## src/hw/rtl/skf_pkg.sv

```systemverilog
package skf_pkg;

  localparam int unsigned FracBits = 16;
  localparam int unsigned DataW    = 32;
  localparam int unsigned GainW    = FracBits + 1;
  localparam int unsigned DenW     = DataW + 1;
  localparam int unsigned AccW     = DataW + 2;
  localparam int unsigned ProdW    = AccW + GainW;
  localparam int unsigned XW       = ProdW - FracBits + 1;
  localparam int unsigned CntW     = $clog2(GainW);
  localparam int unsigned CfgAddrW = 2;
  localparam int unsigned InTdataW  = ((DataW + 7) / 8) * 8;
  localparam int unsigned OutFieldW = DataW + GainW + DataW;
  localparam int unsigned OutTdataW = ((OutFieldW + 7) / 8) * 8;

  localparam logic [GainW-1:0] GainOne = GainW'(1) << FracBits;

  // register map
  localparam logic [CfgAddrW-1:0] CfgProcNoise = CfgAddrW'(0);
  localparam logic [CfgAddrW-1:0] CfgMeasNoise = CfgAddrW'(1);
  localparam logic [CfgAddrW-1:0] CfgInitCov   = CfgAddrW'(2);
  localparam logic [CfgAddrW-1:0] CfgInitEst   = CfgAddrW'(3);

  localparam logic [DataW-1:0] RstProcNoise = DataW'(6554);
  localparam logic [DataW-1:0] RstMeasNoise = DataW'(6554);
  localparam logic [DataW-1:0] RstInitCov   = DataW'(72090);
  localparam logic [DataW-1:0] RstInitEst   = DataW'(6554);

endpackage

```

## src/hw/rtl/skf_div.sv

```systemverilog
module skf_div (
  input  logic                            clk_i,
  input  logic                            rst_ni,
  input  logic                            start_i,
  input  logic [skf_pkg::DataW-1:0]       num_i,
  input  logic [skf_pkg::DenW-1:0]        den_i,
  output logic                            done_o,
  output logic [skf_pkg::GainW-1:0]       quot_o
);

  logic                          busy_q, busy_d;
  logic                          done_q, done_d;
  logic [skf_pkg::CntW-1:0]      cnt_q, cnt_d;
  logic [skf_pkg::AccW-1:0]      rem_q, rem_d;
  logic [skf_pkg::DenW-1:0]      den_q, den_d;
  logic [skf_pkg::GainW-1:0]     quot_q, quot_d;
  logic [skf_pkg::AccW:0]        sub;
  logic                          ge;
  logic [skf_pkg::AccW-1:0]      rem_keep;

  // one quotient bit per cycle, numerator never exceeds the divisor
  assign sub      = {1'b0, rem_q} - {2'b00, den_q};
  assign ge       = ~sub[skf_pkg::AccW];
  assign rem_keep = ge ? sub[skf_pkg::AccW-1:0] : rem_q;

  always_comb begin
    busy_d = busy_q;
    done_d = 1'b0;
    cnt_d  = cnt_q;
    rem_d  = rem_q;
    den_d  = den_q;
    quot_d = quot_q;
    if (start_i) begin
      busy_d = 1'b1;
      cnt_d  = skf_pkg::CntW'(skf_pkg::GainW - 1);
      rem_d  = {2'b00, num_i};
      den_d  = den_i;
    end else if (busy_q) begin
      quot_d = {quot_q[skf_pkg::GainW-2:0], ge};
      rem_d  = {rem_keep[skf_pkg::AccW-2:0], 1'b0};
      cnt_d  = cnt_q - skf_pkg::CntW'(1);
      if (cnt_q == '0) begin
        busy_d = 1'b0;
        done_d = 1'b1;
      end
    end
  end

  always_ff @(posedge clk_i or negedge rst_ni) begin
    if (!rst_ni) begin
      busy_q <= 1'b0;
      done_q <= 1'b0;
      cnt_q  <= '0;
    end else begin
      busy_q <= busy_d;
      done_q <= done_d;
      cnt_q  <= cnt_d;
    end
  end

  always_ff @(posedge clk_i) begin
    rem_q  <= rem_d;
    den_q  <= den_d;
    quot_q <= quot_d;
  end

  assign done_o = done_q;
  assign quot_o = quot_q;

endmodule

```

## src/hw/rtl/skf_mul.sv

```systemverilog
module skf_mul (
  input  logic                            clk_i,
  input  logic                            rst_ni,
  input  logic                            start_i,
  input  logic [skf_pkg::AccW-1:0]        mcand_i,
  input  logic [skf_pkg::GainW-1:0]       mplier_i,
  output logic                            done_o,
  output logic [skf_pkg::ProdW-1:0]       prod_o
);

  logic                          busy_q, busy_d;
  logic                          done_q, done_d;
  logic [skf_pkg::CntW-1:0]      cnt_q, cnt_d;
  logic [skf_pkg::AccW-1:0]      mcand_q, mcand_d;
  logic [skf_pkg::AccW-1:0]      hi_q, hi_d;
  logic [skf_pkg::GainW-1:0]     lo_q, lo_d;
  logic [skf_pkg::AccW:0]        sum;

  // signed multiplicand, unsigned multiplier scanned lsb first;
  // product bits shift down into the multiplier register
  assign sum = {hi_q[skf_pkg::AccW-1], hi_q}
             + (lo_q[0] ? {mcand_q[skf_pkg::AccW-1], mcand_q} : '0);

  always_comb begin
    busy_d  = busy_q;
    done_d  = 1'b0;
    cnt_d   = cnt_q;
    mcand_d = mcand_q;
    hi_d    = hi_q;
    lo_d    = lo_q;
    if (start_i) begin
      busy_d  = 1'b1;
      cnt_d   = skf_pkg::CntW'(skf_pkg::GainW - 1);
      mcand_d = mcand_i;
      hi_d    = '0;
      lo_d    = mplier_i;
    end else if (busy_q) begin
      hi_d  = sum[skf_pkg::AccW:1];
      lo_d  = {sum[0], lo_q[skf_pkg::GainW-1:1]};
      cnt_d = cnt_q - skf_pkg::CntW'(1);
      if (cnt_q == '0) begin
        busy_d = 1'b0;
        done_d = 1'b1;
      end
    end
  end

  always_ff @(posedge clk_i or negedge rst_ni) begin
    if (!rst_ni) begin
      busy_q <= 1'b0;
      done_q <= 1'b0;
      cnt_q  <= '0;
    end else begin
      busy_q <= busy_d;
      done_q <= done_d;
      cnt_q  <= cnt_d;
    end
  end

  always_ff @(posedge clk_i) begin
    mcand_q <= mcand_d;
    hi_q    <= hi_d;
    lo_q    <= lo_d;
  end

  assign done_o = done_q;
  assign prod_o = {hi_q, lo_q};

endmodule

```

## src/hw/rtl/scalar_kalman_filter.sv

```systemverilog
// each measurement passes through the states S_PRED, S_DIV, S_MUL and S_FIN,
// using the bit-serial divider (17 steps) followed by the two bit-serial
//   multipliers (17 steps)
// one measurement in flight; the result register lets the next one start
// reset: async active low, noise registers and state return to their defaults
module scalar_kalman_filter (
  input  logic                              clk_i,
  input  logic                              rst_ni,
  input  logic                              s_axis_tvalid,
  output logic                              s_axis_tready,
  input  logic [skf_pkg::InTdataW-1:0]      s_axis_tdata,  // measurement
  output logic                              m_axis_tvalid,
  input  logic                              m_axis_tready,
  output logic [skf_pkg::OutTdataW-1:0]     m_axis_tdata,  // estimate, gain, error_cov, zero pad
  input  logic                              cfg_we_i,
  input  logic [skf_pkg::CfgAddrW-1:0]      cfg_addr_i,
  input  logic [skf_pkg::DataW-1:0]         cfg_wdata_i
);

  localparam int unsigned DataW = skf_pkg::DataW;
  localparam int unsigned GainW = skf_pkg::GainW;
  localparam int unsigned XW    = skf_pkg::XW;

  typedef enum logic [4:0] {
    S_IDLE = 5'b00001,
    S_PRED = 5'b00010,
    S_DIV  = 5'b00100,
    S_MUL  = 5'b01000,
    S_FIN  = 5'b10000
  } state_e;

  state_e state_q, state_d;

  logic [DataW-1:0]          q_q, r_q;
  logic [DataW-1:0]          est_q, cov_q;
  logic [DataW-1:0]          meas_q;
  logic [DataW-1:0]          p_q;
  logic [DataW:0]            diff_q;
  logic                      den_zero_q;
  logic [GainW-1:0]          k_q;
  logic                      out_valid_q;
  logic [skf_pkg::OutFieldW-1:0] out_q;

  logic                      in_xfer;
  logic [DataW:0]            p_sum;
  logic [DataW-1:0]          p_pred;
  logic [skf_pkg::DenW-1:0]  den;
  logic [DataW:0]            diff;
  logic                      div_start, div_done;
  logic [GainW-1:0]          quot;
  logic [GainW-1:0]          k_next;
  logic                      mul_start, mul_x_done, mul_p_done;
  logic [skf_pkg::ProdW-1:0] prod_x, prod_p;
  logic [XW-1:0]             x_sum;
  logic [DataW-1:0]          x_sat;
  logic [DataW-1:0]          cov_new;
  logic                      out_free;
  logic                      fin_load;

  assign in_xfer = s_axis_tvalid && s_axis_tready;
  assign s_axis_tready = (state_q == S_IDLE);

  // predicted covariance, saturating at the top
  assign p_sum  = {1'b0, cov_q} + {1'b0, q_q};
  assign p_pred = p_sum[DataW] ? '1 : p_sum[DataW-1:0];
  assign den    = {1'b0, p_pred} + {1'b0, r_q};
  assign diff   = {meas_q[DataW-1], meas_q} - {est_q[DataW-1], est_q};

  assign div_start = (state_q == S_PRED);
  assign k_next    = den_zero_q ? skf_pkg::GainOne : quot;
  assign mul_start = (state_q == S_DIV) && div_done;

  skf_div u_div (
    .clk_i   (clk_i),
    .rst_ni  (rst_ni),
    .start_i (div_start),
    .num_i   (p_pred),
    .den_i   (den),
    .done_o  (div_done),
    .quot_o  (quot)
  );

  skf_mul u_mul_x (
    .clk_i    (clk_i),
    .rst_ni   (rst_ni),
    .start_i  (mul_start),
    .mcand_i  ({diff_q[DataW], diff_q}),
    .mplier_i (k_next),
    .done_o   (mul_x_done),
    .prod_o   (prod_x)
  );

  skf_mul u_mul_p (
    .clk_i    (clk_i),
    .rst_ni   (rst_ni),
    .start_i  (mul_start),
    .mcand_i  ({2'b00, p_q}),
    .mplier_i (skf_pkg::GainOne - k_next),
    .done_o   (mul_p_done),
    .prod_o   (prod_p)
  );

  // arithmetic shift of the product floors toward minus infinity
  assign x_sum = {{(XW - DataW){est_q[DataW-1]}}, est_q}
               + {prod_x[skf_pkg::ProdW-1], prod_x[skf_pkg::ProdW-1:skf_pkg::FracBits]};

  always_comb begin
    x_sat = x_sum[DataW-1:0];
    if (x_sum[XW-1:DataW-1] != '0 && x_sum[XW-1:DataW-1] != '1) begin
      x_sat = x_sum[XW-1] ? {1'b1, {(DataW-1){1'b0}}} : {1'b0, {(DataW-1){1'b1}}};
    end
  end

  assign cov_new  = prod_p[skf_pkg::FracBits+DataW-1:skf_pkg::FracBits];
  assign out_free = !out_valid_q || m_axis_tready;
  assign fin_load = (state_q == S_FIN) && out_free;

  always_comb begin
    state_d = state_q;
    unique case (state_q)
      S_IDLE: if (in_xfer) state_d = S_PRED;
      S_PRED: state_d = S_DIV;
      S_DIV:  if (div_done) state_d = S_MUL;
      S_MUL:  if (mul_x_done && mul_p_done) state_d = S_FIN;
      S_FIN:  if (out_free) state_d = S_IDLE;
      default: state_d = S_IDLE;
    endcase
  end

  always_ff @(posedge clk_i or negedge rst_ni) begin
    if (!rst_ni) begin
      state_q     <= S_IDLE;
      out_valid_q <= 1'b0;
      q_q         <= skf_pkg::RstProcNoise;
      r_q         <= skf_pkg::RstMeasNoise;
      cov_q       <= skf_pkg::RstInitCov;
      est_q       <= skf_pkg::RstInitEst;
    end else begin
      state_q <= state_d;
      if (fin_load) begin
        out_valid_q <= 1'b1;
      end else if (m_axis_tready) begin
        out_valid_q <= 1'b0;
      end
      if (fin_load) begin
        est_q <= x_sat;
        cov_q <= cov_new;
      end else if (cfg_we_i) begin
        unique case (cfg_addr_i)
          skf_pkg::CfgProcNoise: q_q   <= cfg_wdata_i;
          skf_pkg::CfgMeasNoise: r_q   <= cfg_wdata_i;
          skf_pkg::CfgInitCov:   cov_q <= cfg_wdata_i;
          skf_pkg::CfgInitEst:   est_q <= cfg_wdata_i;
          default: ;
        endcase
      end
    end
  end

  always_ff @(posedge clk_i) begin
    if (in_xfer) begin
      meas_q <= s_axis_tdata[DataW-1:0];
    end
    if (state_q == S_PRED) begin
      p_q        <= p_pred;
      diff_q     <= diff;
      den_zero_q <= (den == '0);
    end
    if (mul_start) begin
      k_q <= k_next;
    end
    if (fin_load) begin
      out_q <= {cov_new, k_q, x_sat};
    end
  end

  assign m_axis_tvalid = out_valid_q;
  assign m_axis_tdata  = {{(skf_pkg::OutTdataW - skf_pkg::OutFieldW){1'b0}}, out_q};

endmodule

```

## config.mk

```make
export PLATFORM = sky130hd
export DESIGN_NAME = scalar_kalman_filter
export DESIGN_NICKNAME = d
export VERILOG_FILES = /design/src/hw/rtl/skf_pkg.sv /design/src/hw/rtl/skf_div.sv /design/src/hw/rtl/skf_mul.sv /design/src/hw/rtl/scalar_kalman_filter.sv
export SDC_FILE = /design/constraint.sdc
export NUM_CORES = 1
export LEC_CHECK = 0
export BUFFER_PORTS_ARGS = -buffer_cell sky130_fd_sc_hd__buf_2
export CORE_AREA = 2 2 252 254
export DETAILED_ROUTE_END_ITERATION = 16
export DIE_AREA = 0 0 254 256
export HOLD_SLACK_MARGIN = 0.08
export PLACE_DENSITY = 0.78
export SYNTH_ARGS = -nofsm -noshare
export SYNTH_HDL_FRONTEND = slang
export SYNTH_SLANG_ARGS = --single-unit
```

## constraint.sdc

```tcl
create_clock -name clk_i -period 6.05 [get_ports clk_i]
set_input_delay 1.21 -clock clk_i [delete_from_list [all_inputs] [get_ports clk_i]]
set_output_delay 1.21 -clock clk_i [all_outputs]
set_load 0.005 [all_outputs]
```

======== Yosys cells after proc, flatten, opt, wreduce, memory -nomap -nowiden ========
Cells that the tools add are included.
storage, ports and cells
  bits in registers ....................... 602
  logic and storage cells ................. 134
cells by class
  mux-type cells .......................... 50
  reductions and logical operators ........ 26
  eq/ne operators ......................... 13
  $add $sub $neg .......................... 11
  bitwise logic cells ..................... 3
operator list
  operator                                           number
  two-way mux 32 bit                                 12
  two-way mux 17 bit                                 5
  adder 35 bit                                       2
  adder 32 x 32 -> 33 bit                            2
  two-way mux 5 bit                                  10
  adder 32 x 35 -> 36 bit                            1
  two-way mux 35 bit                                 1
  subtractor 34 x 33 -> 35 bit                       1
  logical NOT 33 bit                                 1
  two-way mux 33 bit                                 1
  subtractor 32 x 32 -> 33 bit                       1
  case mux 5 bit (5 select lines)                    1
  two-way mux 1 bit                                  20
  subtractor 17 bit (first input constant)           1
  logical NOT 5 bit                                  3
  subtractor 5 x 1 -> 5 bit (second input constant)  3
  nonzero test 2 bit                                 7
  AND reduction 2 bit                                3
  AND reduction 3 bit                                2
  == test 5 x 1 -> 1 bit (second input constant)     1
  == test 5 x 2 -> 1 bit (second input constant)     1
  == test 5 x 3 -> 1 bit (second input constant)     1
  == test 5 x 4 -> 1 bit (second input constant)     1
  == test 5 bit (second input constant)              1
  12 further kinds                                   21

======== Longest topological paths before layout ========
Gate-level depths: netlist (run 1).
  depth in word-level cells ............... 5
  depth in mapped cells ................... 25

======== Modules after synthesis ========
A second synthesis (run 1) with hierarchy kept.
unflattened totals
  cells, all modules ...................... 3242
  area, all modules ....................... 35275.1 µm²
modules (own cells, without submodules)
  module                times used  area an instance (µm²)  cells an instance
  scalar_kalman_filter  1           19093.3                 1686
  skf_mul               2           5286.3                  523
  skf_div               1           5609.1                  510

======== Worst setup path before layout (run 1) ========
OpenSTA, ideal clock, no wires.
  path kind ............................... register to register
  from .................................... register q_q[1]
  to ...................................... register den_zero_q, data pin
  arrival time ............................ 5.649 ns
  clock period less this slack ............ 5.819 ns
  cell stages (with the launch flop) ...... 25
  required time ........................... 5.880 ns
  slack ................................... 0.231 ns
  path through ............................ dfstp_2 -> fa_1 -> a21o_1 -> a21oi_1 -> o211ai_1 -> and3_1 -> o21ai_1 -> o211a_1 -> o31a_1 -> a21oi_2 -> clkbuf_1 -> or2_2 -> ha_1 -> inv_1 -> fa_1 -> nand2b_1 -> a21oi_1 -> o21ai_1 -> o41ai_1 -> xor2_1 -> a31oi_1 -> nand4b_1 -> nor4_1 -> or4b_1 -> nor4_2
on the way
  longest elaborated chain between the ends .. 4
RTL lines
  element                   line                         source
  start: declaration        scalar_kalman_filter.sv:34   logic [DataW-1:0] q_q, r_q;
  start signal: assignment  scalar_kalman_filter.sv:134  q_q <= skf_pkg::RstProcNoise;
  start signal: assignment  scalar_kalman_filter.sv:150  skf_pkg::CfgProcNoise: q_q <= cfg_wdata_i;
  adder 32 x 32 -> 33 bit   scalar_kalman_filter.sv:64   assign p_sum = {1'b0, cov_q} + {1'b0, q_q};
  two-way mux 32 bit        scalar_kalman_filter.sv:65   assign p_pred = p_sum[DataW] ? '1 : p_sum[DataW-1:0];
  named net p_pred[0]       scalar_kalman_filter.sv:46   logic [DataW-1:0] p_pred;
  adder 32 x 32 -> 33 bit   scalar_kalman_filter.sv:66   assign den = {1'b0, p_pred} + {1'b0, r_q};
  named net den, one bit    scalar_kalman_filter.sv:47   logic [skf_pkg::DenW-1:0] den;
  logical NOT 33 bit        scalar_kalman_filter.sv:167  den_zero_q <= (den == '0);
  end signal: assignment    scalar_kalman_filter.sv:167
  end: declaration          scalar_kalman_filter.sv:39   logic den_zero_q;
The timed path passes the listed nets, and every way through them passes these cells.
A chain may end at the register's enable or synchronous reset.

======== Final worst setup path (run 1) ========
  from .................................... register q_q[0]
  to ...................................... register den_zero_q, data pin
on the way
  longest elaborated chain between the ends .. 4
RTL lines
  element                  line
  adder 32 x 32 -> 33 bit  scalar_kalman_filter.sv:64
  two-way mux 32 bit       scalar_kalman_filter.sv:65
  named net p_pred[10]     scalar_kalman_filter.sv:46
  adder 32 x 32 -> 33 bit  scalar_kalman_filter.sv:66
  logical NOT 33 bit       scalar_kalman_filter.sv:167
The timed path passes the listed nets, and every way through them passes these cells.

==> metrics.txt, run 1 <==
outcome completed; CTS clk-pin slew, worst paths 0.07 ns; Reg2Reg Launch Point q_q[0]$_DFFE_PN0P_; largest net degree at the start of global routing 156; area growth from synthesis to layout 16.0%; CP Max Fanout 8; clock sinks 602; DIE WIDTH 254 um; initial drt markers 2864; CTS root buffer clkbuf_16; Detail Route Antenna Nets 0; Mapped Cells 3415; top cell type's share of synthesized area 0.323; diode count 0; register area share after synthesis 0.474; IO Count 161; clock latency on the worst-skew pair 0.63 ns; die area 0.0650 sq mm; drt total wl 98300 um; Place WS -0.387 ns; highest clock rate 167 MHz; synth unique cells 106; first-pass GRT wire length 150000 um; startpoint class of the critical path flop; total CTS buffers 68; Fin Clk Skew 0.0302 ns; hold crit path type reg -> reg; CP Capture Type flop; measured slew at the worst slew-check pin 1.13 ns; core area 0.0624 sq mm; IO Port Bufs 153; largest cells by area after synthesis edfxtp_1, dfrtp_1, ha_1; DP HPWL 72100 um; # Max-Cap Violations 0; RSZ-0062 raised after global routing yes; Tcrit/Tclk final 0.992; worst endpoint data arrival time 6.45 ns; Starting Density 0.562; FP Rows 92; final hold violations 0; initial antenna violation count 10; Yosys top cell by area edfxtp_1; gr ovfl total 0; hold endpoint u_mul_x.mcand_q[23]$_DFFE_PP_; Total Routing Usage GR 0.300; Ys Warns 0; H-tree levels 3; EDFF count, synth 377; vias in the first global route 26.1k; Slew HR 0.244; drt pass-1 iters 5; reg2reg path depth 25; final instance area 0.0407 sq mm; Die Y 256 um; Reg2Reg Setup Slack 0.05 ns; Final WS setup 0.0475 ns; hold slack 0.412 ns; maximum vdd drop 0.293 mV; CTS tree built; Synth Register Bits 602; Post-synth top flop edfxtp_1; synthesized area 0.0351 sq mm; Finished Core Util 0.652; Synth Area per Inst 10.3 sq um; worst hold start diff_q[23]$_DFFE_PP_; fraction of layout cells with a size suffix above 1 0.187; hold path cells 0; Final #Nets 4026; GPL Wtd Cong 0.951; min Tclk post-route 6.00 ns; worst setup path class reg -> reg; DR WL/cell 21.3 um; Final Setup Violations 0; vias post-DR 27.8k; DRC Markers 0; Worst Path Required 6.50 ns; PD cells 513 mW/mm^2; Crit Reg-Reg Endpoint den_zero_q$_DFFE_PP_; FFs w/ async S/R, synth 0.257; CTS max path bufs 3; Post-Place Cell Area 0.0378 sq mm; Slew Viols, Final 0; Leakage 17.2 nW; DR vias/cell 6.02
placed cells by master, fill, tap and decap left out, drive strengths merged, types with 22 or more instances in the layout:
cell,n
clkbuf,87
edfxtp,377
xor2,78
nor2b,37
nor3,81
dfxtp,70
and2,87
a32oi,26
o211ai,22
nand3,83
dfrtp,125
or3,29
a21oi,201
nand4,25
and3,36
xnor2,119
o21a,32
o21ai,211
nor2,198
ha,237
clkinv,26
inv,161
nand2,359
dfstp,30
a31oi,61
or2,40
mux2i,83
a211oi,44
nand2b,54
mux2,68
buf,354
a21o,88
layer usage:
metal,wire [um],track usage
met2,42100,0.440
met4,3090,0.100
met5,51,0
met1,44000,0.447
met3,9050,0.0543
synth_stat cells, drive strengths merged (83+ instances only):
library cell    n
o21ai         211
ha            237
nand3          83
mux2i          83
and2           87
clkbuf         99
dfrtp         125
edfxtp        377
a21oi         200
a21o           88
xnor2         119
nor2          198
nand2         359
inv           157
flip-flops by register name (all words and copies together), names as in the netlist, 17 cells and up:
register and flops:
cov_q 32, diff_q 33, u_mul_x.hi_q 34, u_mul_p.lo_q 17
r_q 32, u_mul_x.mcand_q 33, u_mul_p.hi_q 34, q_q 32
k_q 17, u_div.rem_q 34, u_mul_x.lo_q 17, p_q 32
u_div.den_q 33, meas_q 32, est_q 32, u_mul_p.mcand_q 32
u_div.quot_o 17, out_q 81
area by class of cell:
| type | count | area [sq um] |
|---|---|---|
| Clock buffer | 87 | 1880 |
| Sequential cell | 602 | 16600 |
| Multi-Input combinational cell | 2528 | 17800 |
| Inverter | 157 | 602 |
| Clock inverter | 38 | 427 |
| Timing Repair Buffer | 354 | 2320 |
| Fill cell | 4906 | 21700 |
| Tap cell | 846 | 1060 |
cells by family after synthesis:
logic type,share of synthesized area
other cells,0.000107
fa+ha+maj,0.0885
simple gates,0.154
flops,0.474
buf+inv,0.0335
xor+xnor,0.0492
compound gates,0.155
mux,0.0455
worst max path at each step:
stage | cells after the start | endpoint | startpoint | slack [ns]
floorplan | 24 | den_zero_q$_DFFE_PP_ | q_q[1]$_DFFE_PN1P_ | 0.23
global placement | 25 | den_zero_q$_DFFE_PP_ | q_q[0]$_DFFE_PN0P_ | -0.34
detailed placement | 25 | den_zero_q$_DFFE_PP_ | q_q[0]$_DFFE_PN0P_ | -0.39
CTS | 25 | den_zero_q$_DFFE_PP_ | cov_q[0]$_DFFE_PN0P_ | 0.002
global route | 27 | den_zero_q$_DFFE_PP_ | q_q[0]$_DFFE_PN0P_ | -0.24
finish | 25 | den_zero_q$_DFFE_PP_ | q_q[0]$_DFFE_PN0P_ | 0.05
worst max-delay path, stage by stage, from the launching register on:
cell and delay, ns:
dfrtp_1 0.39, ha_2 0.21, fa_2 0.34, a21o_1 0.18
a21oi_2 0.17, o211ai_1 0.20, and3_1 0.22, o21ai_2 0.19
o211a_1 0.27, o31a_1 0.17, buf_6 0.12, a21oi_4 0.09
buf_6 0.16, buf_6 0.12, or2_4 0.26, ha_4 0.31
and3_4 0.18, and4_1 0.18, and3_4 0.21, o2111ai_4 0.18
a21o_1 0.23, a2111oi_2 0.37, nand4b_1 0.17, nor4_2 0.28
or4b_4 0.49, nor4_2 0.13
repair_timing:
| item | CTS | global route |
|---|---|---|
| buffers inserted | 9 | 8 |
| cloned | 2 | 0 |
| pin swaps | 26 | 38 |
| resized for setup | 45 | 47 |
| hold buffers | 0 | 0 |
| endpoints found under the setup margin | 2 | 2 |
report_power, final:
part / total, mW / switching, mW / internal [mW]
sequential: 6.18 / 0.504 / 5.68
combinational: 10.4 / 5.90 / 4.52
clock: 4.26 / 1.77 / 2.48
per-stage QoR:
stage	TNS, ns	cells	total power [mW]
2_1_floorplan	0	3421	12.4
3_3_place_gp	-0.441	4468	15.5
3_5_place_dp	-0.547	4468	15.7
4_1_cts	0	4604	20.3
5_1_grt	-0.246	4612	22.0
6_report	0	4612	20.9
No activity file was read; power rests on OpenSTA's default activity.
==> run 2: changes to the inputs <==
==> constraint.sdc (replaced) <==
create_clock -name clk_i -period 6.05 [get_ports clk_i]
set_input_delay 0.9075 -clock clk_i [delete_from_list [all_inputs] [get_ports clk_i]]
set_output_delay 0.9075 -clock clk_i [all_outputs]
set_load 0.005 [all_outputs]
==> run 2 against run 1 <==
Non-clock buffer count decreased by 13. Sequential power about the same. Die area unchanged. First-iteration DRC count is 0.42% lower. Critical path type unchanged. Largest cell class unchanged. Highest routed layer unchanged.
==> metrics.txt, run 2 (same netlist as run 1, synthesis figures left out) <==
outcome completed; Slew HR 0.229; Post-Layout Cell Count 4598; # Max-Cap Violations 0; min Tclk post-route 5.94 ns; DR vias/cell 6.04; Post-Place Cell Area 0.0377 sq mm; Combinational Power Share 0.499; NetSw 8.18 mW; Final #Nets 4011; Slowest-stage cell, CP or4b_4; highest clock rate 168 MHz; initial antenna violation count 8; CP Cell Sequence ha_2, fa_2, a21o_1, a21oi_2, o211ai_1, and3_4, o21ai_4, o211a_1, o31a_1, a21oi_4, buf_6, buf_12, or2_4, ha_4, and2_4, and3_4, a2111o_1, a211oi_2, a311oi_2, a2111oi_2, nand4b_1, nor4_2, or4b_4, nor4_2; maximum vdd drop 0.299 mV; CP max stage delay 0.50 ns; RSZ-0062 raised after global routing yes; GPL Wtd Cong 0.936; area growth from synthesis to layout 15.6%; met1 Use GR 0.457; IO Port Bufs 153; PD cells 511 mW/mm^2; most common cell after layout, fill and taps aside edfxtp_1; vias in the first global route 26.0k; Net Sw Frac 0.395; global route hottest layer met1; worst setup path class reg -> reg; final instance area 0.0405 sq mm; core area 0.0624 sq mm; CTS clk-pin slew, worst paths 0.06 ns; largest net degree at the start of global routing 106; CP Max Fanout 5; crit path buf inv count 2; IO Count 161; worst endpoint data arrival time 6.39 ns; fraction of layout cells with a size suffix above 1 0.183; DRC Markers 0; Int Pwr 12.5 mW; clock power share 0.202; hold crit path type in -> async; clock latency on the worst-skew pair 0.63 ns; DP HPWL 73000 um; gr ovfl total 0; die area 0.0650 sq mm; CTS root buffer clkbuf_16; drt pass-1 iters 6; clock sinks 602; grt met2 use 0.427; crit-path leading delay family compound AO/OA/AOI/OAI gates; grt met3 use 0.0591; Final Setup Violations 0; initial drt markers 2852; CTS tree built; Total Routing Usage GR 0.302; Fin Clk Skew 0.0276 ns; final hold violations 0; Most flops, register out_q; most frequent cells in the layout edfxtp_1, nand2_1, ha_1; Leakage 17.0 nW; Flop pwr share 0.298; CP Capture Type flop; FP Rows 92; Die Y 256 um; first-pass GRT wire length 151000 um; Final WS setup 0.106 ns; Worst Path Required 6.50 ns; vias post-DR 27.8k; Tcrit/Tclk final 0.982; H-tree levels 3; Place WS -0.520 ns; drt total wl 99100 um; Starting Density 0.562; # hold bufs at CTS 0; Slew Viols, Final 0; measured slew at the worst slew-check pin 1.15 ns; Detail Route Antenna Nets 0; DR WL/cell 21.6 um; max reg flops 81; startpoint class of the critical path flop; DIE WIDTH 254 um; Cell Count Post-Placement 4463; CTS max path bufs 3; total CTS buffers 67
## run 2: cell types whose count changed in the layout (fill, tap and decap cells not counted), sizes merged
cell and change:
buf -14, clkinv -5, clkinvlp +4, diode +2
a21oi -1, bufinv -1, inv +1
## run 2: stage by stage
stage                      util  power, mW  TNS [ns]  hold slack [ns]
after floorplan               -       12.4         0            0.400
after global placement    0.605       15.6    -0.655            0.401
after detailed placement  0.605       15.7    -0.871            0.405
after CTS                 0.643       20.1         0            0.269
after global routing      0.650       21.9   -0.0960            0.296
final                     0.650       20.7         0            0.270
## run 2: path summary, 6_finish.rpt
path / endpoint / slack, ns / startpoint / cells past startpoint
worst max-delay path: den_zero_q$_DFFE_PP_ / 0.11 / cov_q[0]$_DFFE_PN0P_ / 24
worst min-delay path: q_q[10]$_DFFE_PN0P_ / 0.27 / rst_ni / 1
worst max register to register: den_zero_q$_DFFE_PP_ / 0.11 / cov_q[0]$_DFFE_PN0P_ / 24
worst min register to register: out_q[44]$_DFFE_PP_ / 0.41 / k_q[12]$_DFFE_PP_ / 0
max in group asynchronous: u_mul_p.busy_q$_DFF_PN0_ / 4.62 / rst_ni / 2
min in group clk_i: out_q[44]$_DFFE_PP_ / 0.41 / k_q[12]$_DFFE_PP_ / 0
## run 2: layer usage
| metal | vias to the layer above | wire (um) | part of all wire |
|---|---|---|---|
| met3 | 171 | 9690 | 0.098 |
| met1 | 13300 | 44700 | 0.45 |
| li1 | 13100 | - | - |
| met2 | 1188 | 41100 | 0.42 |
| met5 | - | 25 | 0.00025 |
| met4 | 4 | 3590 | 0.036 |
## run 2: layout make-up
class | instances | area (sq um)
antenna | 2 | 5.00
clock buffer | 86 | 1840
clock inverter | 37 | 417
fill | 4953 | 21800
inverter | 157 | 602
multi-input combinational | 2527 | 17700
sequential | 602 | 16600
tap | 846 | 1060
timing repair buffer | 341 | 2230
## run 2: timing repair
| item | CTS | global route |
|---|---|---|
| cloned | 0 | 1 |
| setup endpoints to repair | 3 | 2 |
| buffers inserted | 1 | 9 |
| pin swaps | 12 | 42 |
| resized for setup | 23 | 62 |
## run 2: power by group through the flow
| stage | sequential, mW | combinational, mW | clock [mW] |
|---|---|---|---|
| 6_report | 6.18 | 10.3 | 4.19 |
| 5_1_grt | 6.25 | 11.2 | 4.41 |
| 4_1_cts | 6.16 | 9.70 | 4.24 |
| 3_5_place_dp | 6.23 | 9.47 | 0 |
| 3_3_place_gp | 6.21 | 9.39 | 0 |
| 2_1_floorplan | 6.03 | 6.38 | 0 |
